==> src/design/spr_pkg.sv <==
// Shared types and constants for the source post rate limiter.
// No dependencies; used by the slot cells and the top level.
package spr_pkg;

    localparam int SLOTS_DEFAULT = 16;

    localparam logic OP_CHECK = 1'b0;
    localparam logic OP_MARK  = 1'b1;

    // Query record handed from cell to cell (the slot index travels beside it).
    typedef struct packed {
        logic        valid;
        logic        op;
        logic [31:0] addr;
        logic [31:0] now;
        logic        found;
        logic [31:0] best_time;
    } spr_rec_t;

    // Write-back of a mark beat, broadcast to every cell.
    typedef struct packed {
        logic        en;
        logic [31:0] addr;
        logic [31:0] stamp;
    } spr_wr_t;

endpackage

==> src/design/spr_cell.sv <==
// One table slot of the rate limiter: holds an (address, timestamp) pair
// and updates the passing query record. Depends on spr_pkg.
module spr_cell #(
    parameter int INDEX = 0,
    parameter int IDX_W = 4
) (
    input  logic                clk,
    input  logic                rst_n,
    input  logic                hold,
    input  spr_pkg::spr_rec_t   rec_in,
    input  logic [IDX_W-1:0]    pick_in,
    output spr_pkg::spr_rec_t   rec_out,
    output logic [IDX_W-1:0]    pick_out,
    input  spr_pkg::spr_wr_t    wr,
    input  logic [IDX_W-1:0]    wr_idx
);

    logic [31:0]       slot_addr_reg;
    logic [31:0]       slot_time_reg;
    spr_pkg::spr_rec_t rec_reg;
    spr_pkg::spr_rec_t rec_next;
    logic [IDX_W-1:0]  pick_reg;
    logic [IDX_W-1:0]  pick_next;
    logic              wr_hit;

    assign wr_hit = wr.en && (wr_idx == IDX_W'(INDEX));

    always_comb
    begin
        rec_next  = rec_in;
        pick_next = pick_in;
        if (rec_in.op == spr_pkg::OP_MARK)
        begin
            // keep the lowest slot among the oldest
            if (rec_in.best_time > slot_time_reg)
            begin
                rec_next.best_time = slot_time_reg;
                pick_next          = IDX_W'(INDEX);
            end
        end
        else if (!rec_in.found && (slot_addr_reg == rec_in.addr))
        begin
            rec_next.found     = 1'b1;
            rec_next.best_time = slot_time_reg;
            pick_next          = IDX_W'(INDEX);
        end
    end

    always_ff @(posedge clk or negedge rst_n)
    begin
        if (!rst_n)
        begin
            slot_addr_reg <= '0;
            slot_time_reg <= '0;
            rec_reg       <= '0;
            pick_reg      <= '0;
        end
        else
        begin
            if (wr_hit)
            begin
                slot_addr_reg <= wr.addr;
                slot_time_reg <= wr.stamp;
            end
            if (!hold)
            begin
                rec_reg  <= rec_next;
                pick_reg <= pick_next;
            end
        end
    end

    assign rec_out  = rec_reg;
    assign pick_out = pick_reg;

endmodule

==> config.mk <==
export PLATFORM = sky130hd
export DESIGN_NAME = spr_cell
export DESIGN_NICKNAME = d
export VERILOG_FILES = /design/src/design/spr_pkg.sv /design/src/design/spr_cell.sv
export SDC_FILE = /design/constraint.sdc
export NUM_CORES = 1
export LEC_CHECK = 0
export BUFFER_PORTS_ARGS = -buffer_cell sky130_fd_sc_hd__buf_2
export CAP_MARGIN = 20
export CORE_MARGIN = 4
export CORE_UTILIZATION = 25
export DETAILED_ROUTE_END_ITERATION = 8
export PLACE_DENSITY = 0.44
export SYNTH_ARGS = -nofsm -noshare
export SYNTH_HDL_FRONTEND = slang
export SYNTH_SLANG_ARGS = --single-unit
==> constraint.sdc <==
create_clock -name clk -period 4.1 [get_ports clk]
set_input_delay 0.82 -clock clk [delete_from_list [all_inputs] [get_ports clk]]
set_output_delay 0.82 -clock clk [all_outputs]
set_load 0.02 [all_outputs]
==> results.sh <==
export IMPL_finalSetupTns_ns=0
export IMPL_number_of_sinks_driven_by_the_clock_tree=167
export IMPL_wl_um=25100
export IMPL_number_of_buffers_on_the_longest_clock_path=2
export IMPL_power_ir_vdd_worst_uv=275
export IMPL_synth_async_reset_ratio=1.00
export IMPL_worst_ep_required_time_ns=4.46
export IMPL_worstSetupPathType="input port to register"
export IMPL_final_cell_count_no_fill=1358
export IMPL_detail_route_antenna_nets=0
export IMPL_timing_final_crit_share=0.835
export IMPL_syn_instance_count=675
export IMPL_first_global_vias=6754
export IMPL_die_y_um=187
export IMPL_drt_wirelength_per_cell_um=18.5
export IMPL_timing_critical_path_to_type="register"
export IMPL_powerDensity_nw_per_um2=459
export IMPL_floorplan_die_area_um2=35100
export IMPL_synth_edff_count=0
export IMPL_maxSlewHeadroom=0.310
export IMPL_syn_area_um2=8050
export IMPL_route_vias_total=6223
export IMPL_grt_antenna_before_repair=6
export IMPL_global_route_total_usage_across_every_layer=0.144
export IMPL_tritoncts_num_buffers=17
export IMPL_effective_utilization_at_floorplan=0.254
export IMPL_route_detailed_vias_per_inst=4.58
export IMPL_startpoint_of_the_worst_slack_reg_to_reg_timing_path="slot_time_reg[14]"
export IMPL_top_level_ports=278
export IMPL_netlist_top_cell_by_area="sky130_fd_sc_hd__dfrtp_1"
export IMPL_htree_num_levels=4
export IMPL_synthMostInstantiatedCell="sky130_fd_sc_hd__dfrtp_1"
export IMPL_layout_area_overhead_vs_synth_pct=29.3
export IMPL_grt_setup_unrepaired="false"
export IMPL_yosysUniqueCellTypes=46
export IMPL_post_route_cells_drive_above_1_share=0.453
export IMPL_timing_critical_path_slowest_cell_delay_ns=0.92
export IMPL_drv_slew=0
export IMPL_total_of_hold_buffers_inserted_after_clock_tree_synthesis=0
export IMPL_worst_slew_pin_transition_ns=1.03
export IMPL_dr_pass1_iters=5
export IMPL_cts_reportedPaths_clkPinSlew_ns=0.07
export IMPL_final_hold_viol_count=0
export IMPL_fillerInstances=3269
export IMPL_ys_top_cells_by_count="167 x sky130_fd_sc_hd__dfrtp_1, 99 x sky130_fd_sc_hd__mux2_2, 45 x sky130_fd_sc_hd__a21oi_1, 41 x sky130_fd_sc_hd__nand2_1, 37 x sky130_fd_sc_hd__o21ai_0"
export IMPL_synth_top_flop_cell="sky130_fd_sc_hd__dfrtp_1"
export IMPL_cts_root_buffer="sky130_fd_sc_hd__clkbuf_16"
export IMPL_synth_top_cells_by_area="sky130_fd_sc_hd__dfrtp_1 52%, sky130_fd_sc_hd__mux2_2 14%, sky130_fd_sc_hd__ha_1 5.0%"
export IMPL_timing_critical_path_from_type="input port"
export IMPL_cp_cell_sequence="buf_2, ha_1, nand4_1, or4_4, a21o_1, a311oi_4, buf_4, o31ai_1, a21oi_1"
export IMPL_cpMaxStageDelayCell="sky130_fd_sc_hd__a311oi_4"
export IMPL_routabilityCongestion=0.729
export IMPL_drc_errors=0
export IMPL_tritoncts="done"
export IMPL_grt_pass1_wl_um=39700
export IMPL_finClkSkew_ns=0.0112
export IMPL_ys_seq_elements=167
export IMPL_class_of_the_tightest_hold_or_removal_check="input port to asynchronous set/reset pin"
export IMPL_detailed_place_hpwl_um=18300
export IMPL_largest_reg_flops=99
export IMPL_post_cts_resized=0
export IMPL_num_rows=65
export IMPL_post_cts_buffers=0
export IMPL_cp_max_fo=17
export IMPL_detail_route_iter0_violations=189
export IMPL_syn_warnings=0
export IMPL_arrival_ns=3.78
export IMPL_p_leak_nw=4.76
export IMPL_io_buffer_count=277
export IMPL_fraction_of_post_synthesis_cell_area_in_the_top_cell_type_by_area=0.519
export IMPL_die_x_um=187
export IMPL_status="finished clean"
export IMPL_setup_viol=0
export IMPL_mean_cell_area_of_the_mapped_netlist_um2=11.9
export IMPL_timing_max_cap_violations=0
export IMPL_critical_path_startpoint="rec_in[14]"
export IMPL_core_region_area_um2=31600
export IMPL_grt_overflow=0
export IMPL_synth_seq_area_share=0.519
export IMPL_grt_start_max_net_pins=72
export IMPL_final_nets=1147
export IMPL_syn_nets=882
export IMPL_worst_skew_pair_late_latency_ns=0.44
export IMPL_min_period_ns=3.42
export IMPL_numPlacedInstances=1323
export IMPL_fmax_mhz=292
[placed cells by master (no fill, tap or decap), types with 2 or more instances in the layout]
cell type,n
sky130_fd_sc_hd__buf_2,275
sky130_fd_sc_hd__a22o_1,4
sky130_fd_sc_hd__diode_2,3
sky130_fd_sc_hd__nand2b_1,2
sky130_fd_sc_hd__a41oi_1,31
sky130_fd_sc_hd__nor2b_1,32
sky130_fd_sc_hd__or4_4,2
sky130_fd_sc_hd__nand4_1,10
sky130_fd_sc_hd__a21oi_1,45
sky130_fd_sc_hd__ha_1,32
sky130_fd_sc_hd__dfrtp_1,167
sky130_fd_sc_hd__nor2_1,4
sky130_fd_sc_hd__o21ai_0,37
sky130_fd_sc_hd__xnor2_1,19
sky130_fd_sc_hd__nand3_1,3
sky130_fd_sc_hd__buf_12,3
sky130_fd_sc_hd__clkinvlp_4,6
sky130_fd_sc_hd__inv_1,33
sky130_fd_sc_hd__xor2_1,13
sky130_fd_sc_hd__buf_4,12
sky130_fd_sc_hd__clkbuf_16,17
sky130_fd_sc_hd__mux2_2,99
sky130_fd_sc_hd__inv_6,4
sky130_fd_sc_hd__nor4_1,4
sky130_fd_sc_hd__clkbuf_8,2
sky130_fd_sc_hd__nand2_1,41
sky130_fd_sc_hd__o31ai_1,31
[cell families after synthesis]
| group | synth area share |
|---|---|
| flops | 0.519 |
| compound gates | 0.138 |
| simple gates | 0.0738 |
| mux | 0.138 |
| buf+inv | 0.0457 |
| xor+xnor | 0.0348 |
| fa+ha+maj | 0.0497 |
[worst max-delay path, delay by kind of cell]
family                   cells  cell delay (ns)
AO/OA/AOI/OAI                4             1.42
AND/OR/NAND/NOR              2             0.70
buffers and inverters        2             0.51
adder cells (fa/ha/maj)      1             0.32
[routing by layer]
layer  vias to the layer above  wire (µm)  track usage
met5                         -         68            0
met1                      3003      10900        0.181
met2                       191      12000        0.233
met3                        31       1810       0.0539
li1                       2986          -            -
met4                        12        329       0.0401
[cell type report]
class                      count  area (µm²)  area share
clock inverter                12        93.8     0.00902
tap                          402         503      0.0483
timing repair buffer         291        1540       0.148
antenna                        3        7.51    0.000721
multi-input combinational    430        3510       0.337
inverter                      33         124      0.0119
clock buffer                  20         457      0.0439
sequential                   167        4180       0.401
[stage by stage]
stage	worst slack [ns]	utilization	instance area, µm²	hold WS, ns	total power [mW]
2_1_floorplan	1.19	-	8050	0.501	2.82
3_3_place_gp	0.287	0.311	9850	0.469	3.28
3_5_place_dp	0.244	0.311	9850	0.477	3.29
4_1_cts	0.701	0.329	10400	0.418	4.86
5_1_grt	0.462	0.329	10400	0.432	5.09
6_report	0.678	0.329	10400	0.384	4.78
[where the power goes]
part	total [mW]	switching [mW]	internal, mW
Clock	1.54	0.726	0.814
Sequential	2.08	0.154	1.92
Combinational	1.16	0.647	0.513
[worst paths after layout]
path | to | slack (ns) | cells after the start
worst max-delay path | rec_out[14] | 0.68 | 9
worst min-delay path | slot_time_reg[15] | 0.38 | 1
worst max register to register | rec_out[14] | 0.77 | 9
worst min register to register | rec_out[32] | 0.49 | 2
max in group asynchronous | rec_out[93] | 2.83 | 2
min in group clk | rec_out[32] | 0.49 | 2
Power figures use the tool's default switching activity.
